===== src/sv/efct_pkg.sv =====
// Package for the expiring FIFO file cache table: types, constants and codes.
package efct_pkg;

  localparam int unsigned Entries = 64;
  localparam int unsigned IdxW = $clog2(Entries);
  localparam int unsigned CntW = $clog2(Entries + 1);

  localparam int unsigned CfgIdxW = 2;
  localparam int unsigned CfgDataW = 32;

  localparam logic [CfgIdxW-1:0] CfgEnable = 2'd0;
  localparam logic [CfgIdxW-1:0] CfgExpiry = 2'd1;
  localparam logic [CfgIdxW-1:0] CfgMaxSize = 2'd2;

  typedef enum logic [2:0] {
    StHit = 3'd0,
    StMiss = 3'd1,
    StStale = 3'd2,
    StExpired = 3'd3,
    StStored = 3'd4,
    StTooLarge = 3'd5,
    StDisabled = 3'd6
  } status_e;

  typedef enum logic {
    CmdLookup = 1'b0,
    CmdInsert = 1'b1
  } command_e;

  typedef struct packed {
    logic [0:0]  command;
    logic [63:0] file_key;
    logic [31:0] mod_time;
    logic [63:0] inode_number;
    logic [31:0] byte_size;
    logic [31:0] data_handle;
    logic [31:0] time_now;
  } in_word_t;

  typedef struct packed {
    logic [2:0]  status;
    logic [31:0] hit_handle;
    logic [31:0] hit_size;
    logic [0:0]  release_valid;
    logic [31:0] release_handle;
  } out_word_t;

  // One stored entry.
  typedef struct packed {
    logic [63:0] key;
    logic [31:0] mod_time;
    logic [63:0] inode;
    logic [31:0] size;
    logic [31:0] handle;
    logic [31:0] time_cached;
  } entry_t;

  typedef enum logic [2:0] {
    FsmIdle,
    FsmScan,
    FsmShift,
    FsmEvict,
    FsmAppend,
    FsmOut
  } fsm_e;

  // Memory access request from the controller.
  typedef struct packed {
    logic             rd_en;
    logic [IdxW-1:0]  rd_addr;
    logic             wr_en;
    logic [IdxW-1:0]  wr_addr;
    entry_t           wr_data;
  } mem_req_t;

endpackage


===== src/sv/efct_ctrl.sv =====
// Controller: scans, shifts and appends entries through the memory.
module efct_ctrl (
  input  logic                         clk_i,
  input  logic                         rst_ni,
  input  logic                         in_valid_i,
  output logic                         in_stall_o,
  input  efct_pkg::in_word_t           in_word_i,
  output logic                         out_valid_o,
  input  logic                         out_stall_i,
  output efct_pkg::out_word_t          out_word_o,
  input  logic                         cfg_enable_i,
  input  logic [31:0]                  cfg_expiry_i,
  input  logic [31:0]                  cfg_max_size_i,
  output efct_pkg::mem_req_t           mem_req_o,
  input  efct_pkg::entry_t             mem_rd_i
);
  import efct_pkg::*;

  fsm_e            state_q, state_d;
  logic [CntW-1:0] count_q, count_d;
  logic [IdxW-1:0] idx_q, idx_d;
  in_word_t        item_q, item_d;
  out_word_t       res_q, res_d;

  logic        take;
  logic        key_eq;
  logic        fresh_eq;
  logic [32:0] age;
  logic        expired;
  logic [CntW-1:0] idx_ext;

  assign take = in_valid_i && (state_q == FsmIdle);
  assign in_stall_o = (state_q != FsmIdle);
  assign out_valid_o = (state_q == FsmOut);
  assign out_word_o = res_q;
  assign idx_ext = CntW'(idx_q);

  assign key_eq = (mem_rd_i.key == item_q.file_key);
  assign fresh_eq = (mem_rd_i.mod_time == item_q.mod_time) &&
                    (mem_rd_i.inode == item_q.inode_number);
  // Signed 33-bit age; a negative age never expires.
  assign age = {1'b0, item_q.time_now} - {1'b0, mem_rd_i.time_cached};
  assign expired = !age[32] && (age[31:0] > cfg_expiry_i);

  always_comb begin
    state_d = state_q;
    count_d = count_q;
    idx_d = idx_q;
    item_d = item_q;
    res_d = res_q;
    mem_req_o = '0;
    mem_req_o.wr_data = mem_rd_i;
    unique case (state_q)
      FsmIdle: begin
        if (take) begin
          item_d = in_word_i;
          res_d = '0;
          res_d.status = StMiss;
          idx_d = '0;
          if (!cfg_enable_i) begin
            res_d.status = StDisabled;
            state_d = FsmOut;
          end else if (in_word_i.command == CmdLookup) begin
            if (count_q == '0) begin
              state_d = FsmOut;
            end else begin
              mem_req_o.rd_en = 1'b1;
              state_d = FsmScan;
            end
          end else if (in_word_i.byte_size > cfg_max_size_i) begin
            res_d.status = StTooLarge;
            state_d = FsmOut;
          end else if (count_q == CntW'(Entries)) begin
            // Full: read entry 0 for its handle, then shift everything down.
            mem_req_o.rd_en = 1'b1;
            state_d = FsmEvict;
          end else begin
            state_d = FsmAppend;
          end
        end
      end
      FsmScan: begin
        if (key_eq) begin
          if (fresh_eq && !expired) begin
            res_d.status = StHit;
            res_d.hit_handle = mem_rd_i.handle;
            res_d.hit_size = mem_rd_i.size;
            state_d = FsmOut;
          end else begin
            res_d.status = fresh_eq ? StExpired : StStale;
            res_d.release_valid = 1'b1;
            res_d.release_handle = mem_rd_i.handle;
            if (idx_ext + 1'b1 < count_q) begin
              mem_req_o.rd_en = 1'b1;
              mem_req_o.rd_addr = idx_q + 1'b1;
              state_d = FsmShift;
            end else begin
              count_d = count_q - 1'b1;
              state_d = FsmOut;
            end
          end
        end else if (idx_ext + 1'b1 < count_q) begin
          idx_d = idx_q + 1'b1;
          mem_req_o.rd_en = 1'b1;
          mem_req_o.rd_addr = idx_q + 1'b1;
        end else begin
          state_d = FsmOut;
        end
      end
      FsmShift: begin
        // Entry idx+1 is on the read port: copy it to idx.
        mem_req_o.wr_en = 1'b1;
        mem_req_o.wr_addr = idx_q;
        idx_d = idx_q + 1'b1;
        if (idx_ext + 2'd2 < count_q) begin
          mem_req_o.rd_en = 1'b1;
          mem_req_o.rd_addr = idx_q + 2'd2;
        end else begin
          count_d = count_q - 1'b1;
          state_d = (item_q.command == CmdInsert) ? FsmAppend : FsmOut;
        end
      end
      FsmEvict: begin
        res_d.release_valid = 1'b1;
        res_d.release_handle = mem_rd_i.handle;
        mem_req_o.rd_en = 1'b1;
        mem_req_o.rd_addr = IdxW'(1);
        idx_d = '0;
        state_d = FsmShift;
      end
      FsmAppend: begin
        mem_req_o.wr_en = 1'b1;
        mem_req_o.wr_addr = count_q[IdxW-1:0];
        mem_req_o.wr_data.key = item_q.file_key;
        mem_req_o.wr_data.mod_time = item_q.mod_time;
        mem_req_o.wr_data.inode = item_q.inode_number;
        mem_req_o.wr_data.size = item_q.byte_size;
        mem_req_o.wr_data.handle = item_q.data_handle;
        mem_req_o.wr_data.time_cached = item_q.time_now;
        count_d = count_q + 1'b1;
        res_d.status = StStored;
        state_d = FsmOut;
      end
      FsmOut: begin
        if (!out_stall_i) begin
          state_d = FsmIdle;
        end
      end
      default: state_d = FsmIdle;
    endcase
  end

  always_ff @(posedge clk_i or negedge rst_ni) begin
    if (!rst_ni) begin
      state_q <= FsmIdle;
      count_q <= '0;
      idx_q <= '0;
    end else begin
      state_q <= state_d;
      count_q <= count_d;
      idx_q <= idx_d;
    end
  end

  always_ff @(posedge clk_i) begin
    item_q <= item_d;
    res_q <= res_d;
  end

endmodule

===== config.mk =====
export PLATFORM = sky130hd
export DESIGN_NAME = efct_ctrl
export DESIGN_NICKNAME = d
export VERILOG_FILES = /design/src/sv/efct_pkg.sv /design/src/sv/efct_ctrl.sv
export SDC_FILE = /design/constraint.sdc
export NUM_CORES = 1
export LEC_CHECK = 0
export ABC_CLOCK_PERIOD_IN_PS = 9100
export BUFFER_PORTS_ARGS = -buffer_cell sky130_fd_sc_hd__buf_2
export CAP_MARGIN = 0
export CORE_AREA = 2 2 367 369
export CTS_CLUSTER_DIAMETER = 40
export CTS_CLUSTER_SIZE = 8
export DETAILED_ROUTE_END_ITERATION = 16
export DIE_AREA = 0 0 369 371
export SLEW_MARGIN = 20
export SYNTH_ARGS = -nofsm -noshare
export SYNTH_HDL_FRONTEND = slang
export SYNTH_SLANG_ARGS = --single-unit

===== constraint.sdc =====
create_clock -name clk_i -period 9.1 [get_ports clk_i]
set_clock_uncertainty 0.05 [all_clocks]
set_input_delay 0.455 -clock clk_i [delete_from_list [all_inputs] [get_ports clk_i]]
set_output_delay 0.455 -clock clk_i [all_outputs]
set_load 0.02 [all_outputs]

Word-level counts from Yosys, hierarchy flattened. Index checks and enable logic that the tools add are counted.

$add $sub $neg: 7. Order comparisons: 4. Equal/unequal tests: 19. Mux-type cells: 49. Reductions and logical operators: 21.

Operators with widths (number): $mux W256 (1); $mux W100 (2); $eq A64 B64 Y1 (2); $pmux W64 S2 (1); $pmux W33 S3 (1); $gt A32 B32 Y1 (2); $mux W64 (1); $mux W7 (8); $mux W3 (15); $mux W33 (1); $sub A32 B32 Y33 (1); $eq A32 B32 Y1 (1); $pmux W6 S4 (1); $pmux W7 S3 (1); $mux W6 (3); $ne A2 B2 Y1 const B (9); $pmux W3 S6 (1); $pmux W6 S3 (1); $reduce_and A4 Y1 (4); $lt A7 B7 Y1 (2); $pmux W7 S2 (1); $reduce_bool A3 Y1 (4); $pmux W3 S3 (1); $mux W1 (8); 22 further kinds (28).

Register bits after elaboration: 373. Bits of input ports: 582. Output and inout bits: 372. Logic and storage cells: 115.

Logic depth before layout (Yosys ltp). Gate-level depths: netlist (run 1).

Word-level depth: 8. Mapped depth: 22. Mapped depth without buffers: 22.

Least setup slack after synthesis (run 1). Ideal clock, no wire load.

Kind: input -> register. Start point: input port mem_rd_i[13] (netlist bit). End point: register res_q (netlist bit out_word_o[33]), enable pin. Setup time: 565 ps. Arrival time: 8664 ps. Required time: 8485 ps. Path slack: -179 ps. Cell stages on the path: 21. Path buffers: 0. Cells stage by stage: inv_1 > ha_1 > and3_1 > and2_1 > a22oi_1 > o311ai_0 > a21oi_1 > o21ai_0 > a21boi_0 > nor2b_1 > xnor2_1 > ha_1 > and2_0 > a221o_1 > a221oi_1 > o21ai_0 > or2_1 > o211a_1 > a21oi_1 > a31oi_1 > nor3_1.

Word-level cells in the longest chain between the ends: 7. Elaborated cells on any way between the ends: 8. Classes of those cells: add/sub (1); order compare (1); eq/ne (1); reduce/logical (5).

RTL lines: start, declared (RTL line efct_ctrl.sv:15) `input efct_pkg::entry_t mem_rd_i`; $sub A32 B32 Y33 * (RTL line efct_ctrl.sv:42) `assign age = {1'b0, item_q.time_now} - {1'b0, mem_rd_i.time_cached};`; $gt A32 B32 Y1 or $logic_not A1 Y1 (tied branches) (RTL line efct_ctrl.sv:43) `assign expired = !age[32] && (age[31:0] > cfg_expiry_i);`; $logic_and A1 B1 Y1 * (RTL line efct_ctrl.sv:43); $logic_not A1 Y1 * (RTL line efct_ctrl.sv:84) `if (fresh_eq && !expired) begin`; $logic_and A1 B1 Y1 * (RTL line efct_ctrl.sv:84); $ne A2 B2 Y1 (no source line) *; $reduce_and A4 Y1 (no source line) *; end signal, assigned (RTL line efct_ctrl.sv:167) `res_q <= res_d;`; end, declared (RTL line efct_ctrl.sv:23) `out_word_t res_q, res_d;`.

Every way passes the cells marked *; elsewhere a longest branch is shown, timed or not. A chain may end at the register's enable or synchronous reset.

==> results of run 1 <==
[cells in the mapped netlist, types with 4 or more instances]
| cell type | n |
|---|---|
| a211oi_1 | 4 |
| a21o_1 | 50 |
| a21oi_1 | 50 |
| a22o_1 | 6 |
| and2_1 | 37 |
| and3_1 | 68 |
| buf_1 | 8 |
| clkbuf_1 | 72 |
| dfrtp_1 | 16 |
| edfxtp_1 | 357 |
| ha_1 | 120 |
| inv_1 | 122 |
| nand2_1 | 733 |
| nand2b_1 | 9 |
| nand3_1 | 16 |
| nand4_1 | 38 |
| nor2_1 | 42 |
| nor2b_1 | 11 |
| nor3_1 | 7 |
| nor4_1 | 39 |
| o211ai_1 | 9 |
| o21a_1 | 4 |
| o21ai_0 | 60 |
| o21bai_1 | 9 |
| or3_1 | 4 |
| xnor2_1 | 57 |
| xor2_1 | 142 |
[stage by stage]
step | std cells | hold WS, ns | setup WS [ns] | area [um2] | total power, mW
floorplan | 2164 | 0.109 | 0.718 | 21300 | 2.18
global placement | 4815 | 0.369 | 2.06 | 28200 | 2.52
detailed placement | 4815 | 0.371 | 2.06 | 28200 | 2.53
CTS | 5242 | 0.000260 | 1.80 | 33700 | 5.70
global route | 5248 | 0.0419 | 1.38 | 33800 | 5.84
finish | 5256 | 0.0705 | 1.89 | 33800 | 5.64
[logic make-up after synthesis]
logic type	Yosys count	synth area share, %
multiplexers	7	0.387
flip-flops	373	52.1
AND/OR/NAND/NOR	1020	20.9
buffers and inverters	206	3.68
XOR/XNOR	199	8.17
adder cells (fa/ha/maj)	122	7.23
AO/OA/AOI/OAI	237	7.54
[sequential cells by signal, indices dropped and copies added (netlist names)]
signal	flops
idx_q	6
state_q	3
out_word_o	100
count_q	7
item_q	257
[worst paths after layout]
| path | startpoint | endpoint | slack, ns | cells after the start |
|---|---|---|---|---|
| min | mem_rd_i[64] | out_word_o[33] | 0.07 | 2 |
| max reg2reg | item_q[5] | out_word_o[87] | 2.28 | 20 |
| min in group asynchronous | rst_ni | state_q[0] | 0.27 | 2 |
| max in group asynchronous | rst_ni | count_q[0] | 8.41 | 2 |
| max | item_q[5] | mem_req_o[264] | 1.89 | 20 |
| min reg2reg | count_q[6] | count_q[6] | 0.52 | 1 |
[area by class of cell]
| cell class | instances | area [um2] |
|---|---|---|
| antenna | 13 | 32.5 |
| clock buffer | 95 | 2120 |
| clock inverter | 56 | 689 |
| fill | 14300 | 99000 |
| inverter | 124 | 473 |
| multi-input combinational | 1585 | 9460 |
| sequential | 373 | 11100 |
| tap | 1768 | 2210 |
| timing repair buffer | 1242 | 7670 |
[metal layers]
metal	GRT usage (%)	wire length, um	vias up
met2	25.8	53400	944
li1	-	-	9963
met5	0	121	-
met4	7.35	4960	22
met3	4.38	9130	209
met1	19.2	46200	10100
[timing repair]
action                                 4_1_cts  5_1_grt
endpoints found under the hold margin      292        0
buffers inserted                             0        0
hold buffers                               276        0
[cell usage in the layout, fill, tap and decap left out, types with 10 or more instances in the layout]
cell type / netlist / routed
buf_2: 0 / 953
nand2_1: 733 / 732
edfxtp_1: 357 / 357
dlygate4sd3_1: 0 / 276
xor2_1: 142 / 142
inv_1: 122 / 122
ha_1: 120 / 120
clkbuf_16: 0 / 83
and3_1: 68 / 68
o21ai_0: 60 / 60
xnor2_1: 57 / 57
a21o_1: 50 / 50
a21oi_1: 50 / 50
nor2_1: 42 / 42
nor4_1: 39 / 39
nand4_1: 38 / 38
and2_1: 37 / 36
nand3_1: 16 / 16
dfrtp_1: 16 / 16
diode_2: 0 / 13
clkbuf_1: 72 / 12
nor2b_1: 11 / 11
clkinv_1: 1 / 11
clkinv_2: 0 / 11
bufinv_16: 0 / 10
clkinv_4: 0 / 10
[power by group through the flow]
| stage | logic [mW] | registers (mW) | clock network [mW] |
|---|---|---|---|
| final | 0.718 | 1.88 | 3.05 |
| after global routing | 0.776 | 1.88 | 3.18 |
| after CTS | 0.723 | 1.88 | 3.10 |
| after detailed placement | 0.621 | 1.91 | 0 |
| after global placement | 0.616 | 1.91 | 0 |
| after floorplan | 0.272 | 1.91 | 0 |
==> metrics.md, run 1 <==
| Metric | Value |
|---|---|
| Buf/Inv on CP | 1 |
| Latest clock arrival within the worst-skew pair | 0.67 ns |
| Setup violators final | 0 |
| Yosys reg bits | 373 |
| DR vias | about 21,000 |
| DRT iter0 DRCs | between 1,000 and 1,500 |
| Fmax | roughly 140 MHz |
| Top FF cell, synth | edfxtp_1 |
| Crit path max-delay family | compound AO/OA/AOI/OAI gates |
| Critical path endpoint category | output pin |
| Ports | roughly 950 |
| Sequential area share after synthesis | between 50% and 60% |
| Global-route wire length before repair | 153,000 um |
| Least-Margin Pin Slew | around 1.2 ns |
| Max Cap Violations | 0 |
| CTS tree | built |
| Final Hold Fails | 0 |
| Hpwl dp | ~90,000 um |
| Layout cell share with drive strength beyond 1 | roughly a third |
| CP max-delay cell | o311ai_0 |
| Max VDD drop | ~0.14 mV |
| Biggest area consumer among synthesized cells | edfxtp_1 |
| Area contributors post-synth | edfxtp_1 50%, nand2_1 13%, ha_1 7.0%, xor2_1 5.8%, xnor2_1 2.3% |
| Crit path cell chain | ha_1 -> o21ai_0 -> a21o_1 -> o311ai_0 -> a21oi_1 -> o21ai_0 -> a21boi_0 -> nor2b_1 -> xnor2_1 -> ha_1 -> and2_0 -> a221o_1 -> a221oi_1 -> o21ai_0 -> or2_1 -> o211a_1 -> a21oi_1 -> a21o_1 -> o22ai_1 -> buf_2 |
| Most frequent cell on the critical path | o21ai_0 |
| Detail Route Antenna Nets | 0 |
| Post-route clock period utilization | between 70% and 80% |
| Comb power frac | around an eighth |
| Syn nets | ~2,900 |
| Vias per cell | 4.04 |
| Number of port buffers | around 950 |
| Hold WC Path Type | in -> reg |
| Syn. warnings | 0 |
| Gr usage total | 15.8% |
| Cell variety after synth | 71 |
| Status | finished, final reports clean |
| Slew headroom | between 20% and 30% |
| Num CTS Buffers | slightly above 80 |
| Post-layout minimum cycle time | between 7 and 8 ns |
| Die height | between 300 and 400 um |
| Congestion Overflow GR | 0 |
| Sequential power share | between 30 and 40% |
| Final Max Slew Viols | 0 |
| Cell Area, Synth | 21,300 um2 |
| # H-tree levels | 3 |
| Critical Path Max Stage Delay | about 0.69 ns |
| Total Die Area | 137,000 um2 |
| Core ar. | between 100,000 and 150,000 um2 |
| Internal power | around 4.2 mW |
| Clk pwr share | roughly 54% |
| Critical path fanouts, max | 7 |
| Initial antenna violation count | 34 |
| Crit path launch type | register |
| Post-synthesis async set-or-reset flop share | 4.29% |
| Clock Path Buffers | 3 |
| 1st-pass router iterations | 6 |
| Initial Utilization | ~16% |
| RSZ-0062 raised after global routing | no |
| Gpl congestion | just under 1 |
| Mapped Cells | roughly 2,200 |
| CTS-repair resized insts | 0 |
| Die width | ~370 um |
| Worst Path Required | 8.60 ns |
| Sw Pwr | 1.48 mW |
| CTS clk-pin slew, worst paths | approximately 0.050 ns |
| Clk sinks | roughly 370 |
| Pwr dens | around 170 nW/um2 |
| Syn Area/Cell | between 9 and 10 um2 |
| Fin util | roughly 25% |
| Arr. time, crit path | between 6 and 7 ns |
| Number of enable flip-flop cells after synthesis | 357 |
| Root buf cell | clkbuf_16 |
| Pleak | between 15 and 20 nW |
| Crit Path Category | reg -> out |
| Routed WL | ~110,000 um |
| Post-synth top area share | 50.3% |
| Setup TNS | 0 ns |
| Vias in the first global route | roughly 21,000 |
| Layout net count | 4,113 |
| Drt drc | 0 |
| Area Overhead vs Synth | 58.4% |
| DR WL/cell | about 22 um |
| Switching share of power | approximately a quarter |
| Largest net degree at the start of global routing | ~160 |
| Row cnt | roughly 130 |
(Power assumes the default switching activity.)
==> inputs of run 2 (changes only) <==
- ABC_CLOCK_PERIOD_IN_PS: 9100 -> 6600
- clock period: 9.1 -> 6.6 ns (I/O delays scaled with it)
==> run 2 against run 1 <==
Clock-buffer cell count down 8. Non-clock buffer count is 53 higher. Core utilization rose by 0.21 points. Final area up 0.83%.
==> metrics.md, run 2 (synthesis results as in run 1) <==
| Metric | Value |
|---|---|
| RSZ-0062 raised after global routing | no |
| Crit path cell chain | inv_1 -> ha_1 -> fa_1 -> nor2b_2 -> o31a_4 -> nor3_2 -> o31ai_4 -> a311oi_1 -> nor2b_1 -> a21oi_1 -> o21ai_1 -> xor2_1 -> ha_1 -> and2_0 -> a221o_1 -> a221oi_1 -> o21ai_0 -> or2_1 -> o211a_2 -> a21oi_4 -> a21o_1 -> buf_4 -> o22ai_1 -> buf_2 |
| Worst Path Required | 6.22 ns (-2.38 ns) |
| Max Cap Violations | 0 (unchanged) |
| Hpwl dp | 89,500 um (-3.0%) |
| DR WL/cell | 21.1 um (-2.5%) |
| Congestion Overflow GR | 0 (unchanged) |
| Vias in the first global route | 21,400 (+1.0%) |
| Layout cell share with drive strength beyond 1 | 31.9% (-0.24 points) |
| Final worst setup slack | 0.311 ns (-1.58 ns) |
| # H-tree levels | 3 (unchanged) |
| Least-Margin Pin Slew | 0.996 ns (-0.154 ns) |
| Max VDD drop | 0.189 mV (+40%) |
| Final Hold Fails | 0 (unchanged) |
| Commonest non-fill, non-tap cell in the layout | buf_2 |
| Fillers | 14,000 (-2.0%) |
| Num CTS Buffers | 79 (-4.8%) |
| Drt drc | 0 (unchanged) |
| Most frequent cell on the critical path | ha_1 |
| Top reg by flops | item_q |
| Latest clock arrival within the worst-skew pair | 0.67 ns (about the same) |
| Crit path max-delay family | compound AO/OA/AOI/OAI gates |
| Critical path fanouts, max | 6 (-1) |
| DR vias | 21,800 (+2.8%) |
| Arr. time, crit path | 5.91 ns (-0.80 ns) |
| Largest net degree at the start of global routing | 144 (-9.4%) |
| FF+latch area | 11,100 um2 (unchanged) |
| CTS clk-pin slew, worst paths | 0.05 ns (about the same) |
| Initial antenna violation count | 34 (unchanged) |
| 1st-pass router iterations | 6 (unchanged) |
| Number of port buffers | 953 (unchanged) |
| Routed WL | 112,000 um (-1.9%) |
| Post-layout minimum cycle time | 6.29 ns |
| Clk sinks | 373 (unchanged) |
| Critical Path Max Stage Delay | 0.42 ns (-0.27 ns) |
| DRT iter0 DRCs | 1,834 (+33%) |
| Vias per cell | 4.13 (+2.2%) |
| Final Max Slew Viols | 0 (unchanged) |
| Ports | 954 (unchanged) |
| Row cnt | 134 (unchanged) |
| Fin util | 25.6% (+0.21 points) |
| Worst hold slack | 0.130 ns (+0.0590 ns) |
| CTS tree | built |
| Gr usage total | 15.4% (-0.35 points) |
| Die height | 371 um (unchanged) |
| Root buf cell | clkbuf_16 |
| Setup violators final | 0 (unchanged) |
| Post-Place Worst Slack | 0.197 ns (-1.86 ns) |
| Crit Path Category | reg -> out |
| Post-route clock period utilization | between 90 and 100% |
| Detail Route Antenna Nets | 0 (unchanged) |
| Footprint of the multi-input gates | 9500 um2 (+0.41%) |
| Pwr dens | 217 nW/um2 (+30%) |
| Area Overhead vs Synth | 59.7% |
| Core ar. | 133,000 um2 (unchanged) |
| Crit path launch type | register |
| Status | finished, final reports clean |
| Most frequent cells in the layout | 953 x buf_2, 732 x nand2_1, 357 x edfxtp_1 |
| Buf/Inv on CP | 3 (+2) |
| Initial Utilization | 16.1% (unchanged) |
| Clock Path Buffers | 3 (unchanged) |
| Setup TNS | 0 ns (unchanged) |
| Layout net count | 4,162 (+1.2%) |
| CP max-delay cell | fa_1 |
| Global-route wire length before repair | 151,000 um (-1.6%) |
| Fmax | between 150 and 200 MHz |
| Slew headroom | 33.6% (+11 points) |
| Gpl congestion | 0.991 (+2.7%) |
| Pleak | 15.6 nW (+0.65%) |
| Die width | 369 um (unchanged) |
| Critical path endpoint category | output pin |
| Hold WC Path Type | in -> async |
| Total Die Area | 137,000 um2 (unchanged) |
| Max FFs per register | 257 (unchanged) |
-- run 2: cell type report --
class / instances / share of cell area (%)
Sequential cell: 373 / 32.7
Clock inverter: 47 / 1.49
Inverter: 124 / 1.39
Clock buffer: 87 / 5.92
Timing Repair Buffer: 1295 / 24.1
Multi-Input combinational cell: 1585 / 27.9
Antenna cell: 8 / 0.0588
Tap cell: 1768 / 6.49
-- run 2: path summary, 6_finish.rpt --
kind | start | endpoint | slack, ns | depth (start not counted)
setup reg to reg | item_q[0] | out_word_o[39] | 0.85 | 23
max in group asynchronous | rst_ni | idx_q[0] | 6.07 | 2
hold reg to reg | count_q[6] | count_q[6] | 0.52 | 1
hold / removal | rst_ni | idx_q[4] | 0.13 | 2
min in group clk_i | mem_rd_i[89] | out_word_o[58] | 0.14 | 2
setup / recovery | item_q[0] | mem_req_o[264] | 0.31 | 24
-- run 2: through the flow --
| stage | instance area [um2] | instances | power, mW |
|---|---|---|---|
| CTS | 34000 | 5275 | 7.49 |
| floorplan | 21300 | 2164 | 3.01 |
| finish | 34100 | 5287 | 7.41 |
| global placement | 28200 | 4820 | 3.47 |
| global route | 34000 | 5281 | 7.66 |
| detailed placement | 28200 | 4820 | 3.48 |
-- run 2: power by group --
group | total, mW | internal [mW] | switching (mW)
logic | 1.01 | 0.452 | 0.562
registers | 2.59 | 2.59 | 0
clock network | 3.80 | 2.40 | 1.41
-- run 2: layer usage --
metal | track usage (%) | vias up | share of wire, %
met5 | 0 | - | 0.13
met4 | 7.31 | 22 | 4.5
met3 | 5.24 | 233 | 10
met2 | 24.8 | 1216 | 46
met1 | 18.5 | 10300 | 39
li1 | - | 10000 | -
-- run 2: repair_timing --
action,4_1_cts,5_1_grt
endpoints found under the hold margin,369,0
hold buffers,320,0
gates resized for setup,4,7
setup buffers,1,4
pin swaps,0,3
setup endpoints to repair,7,7
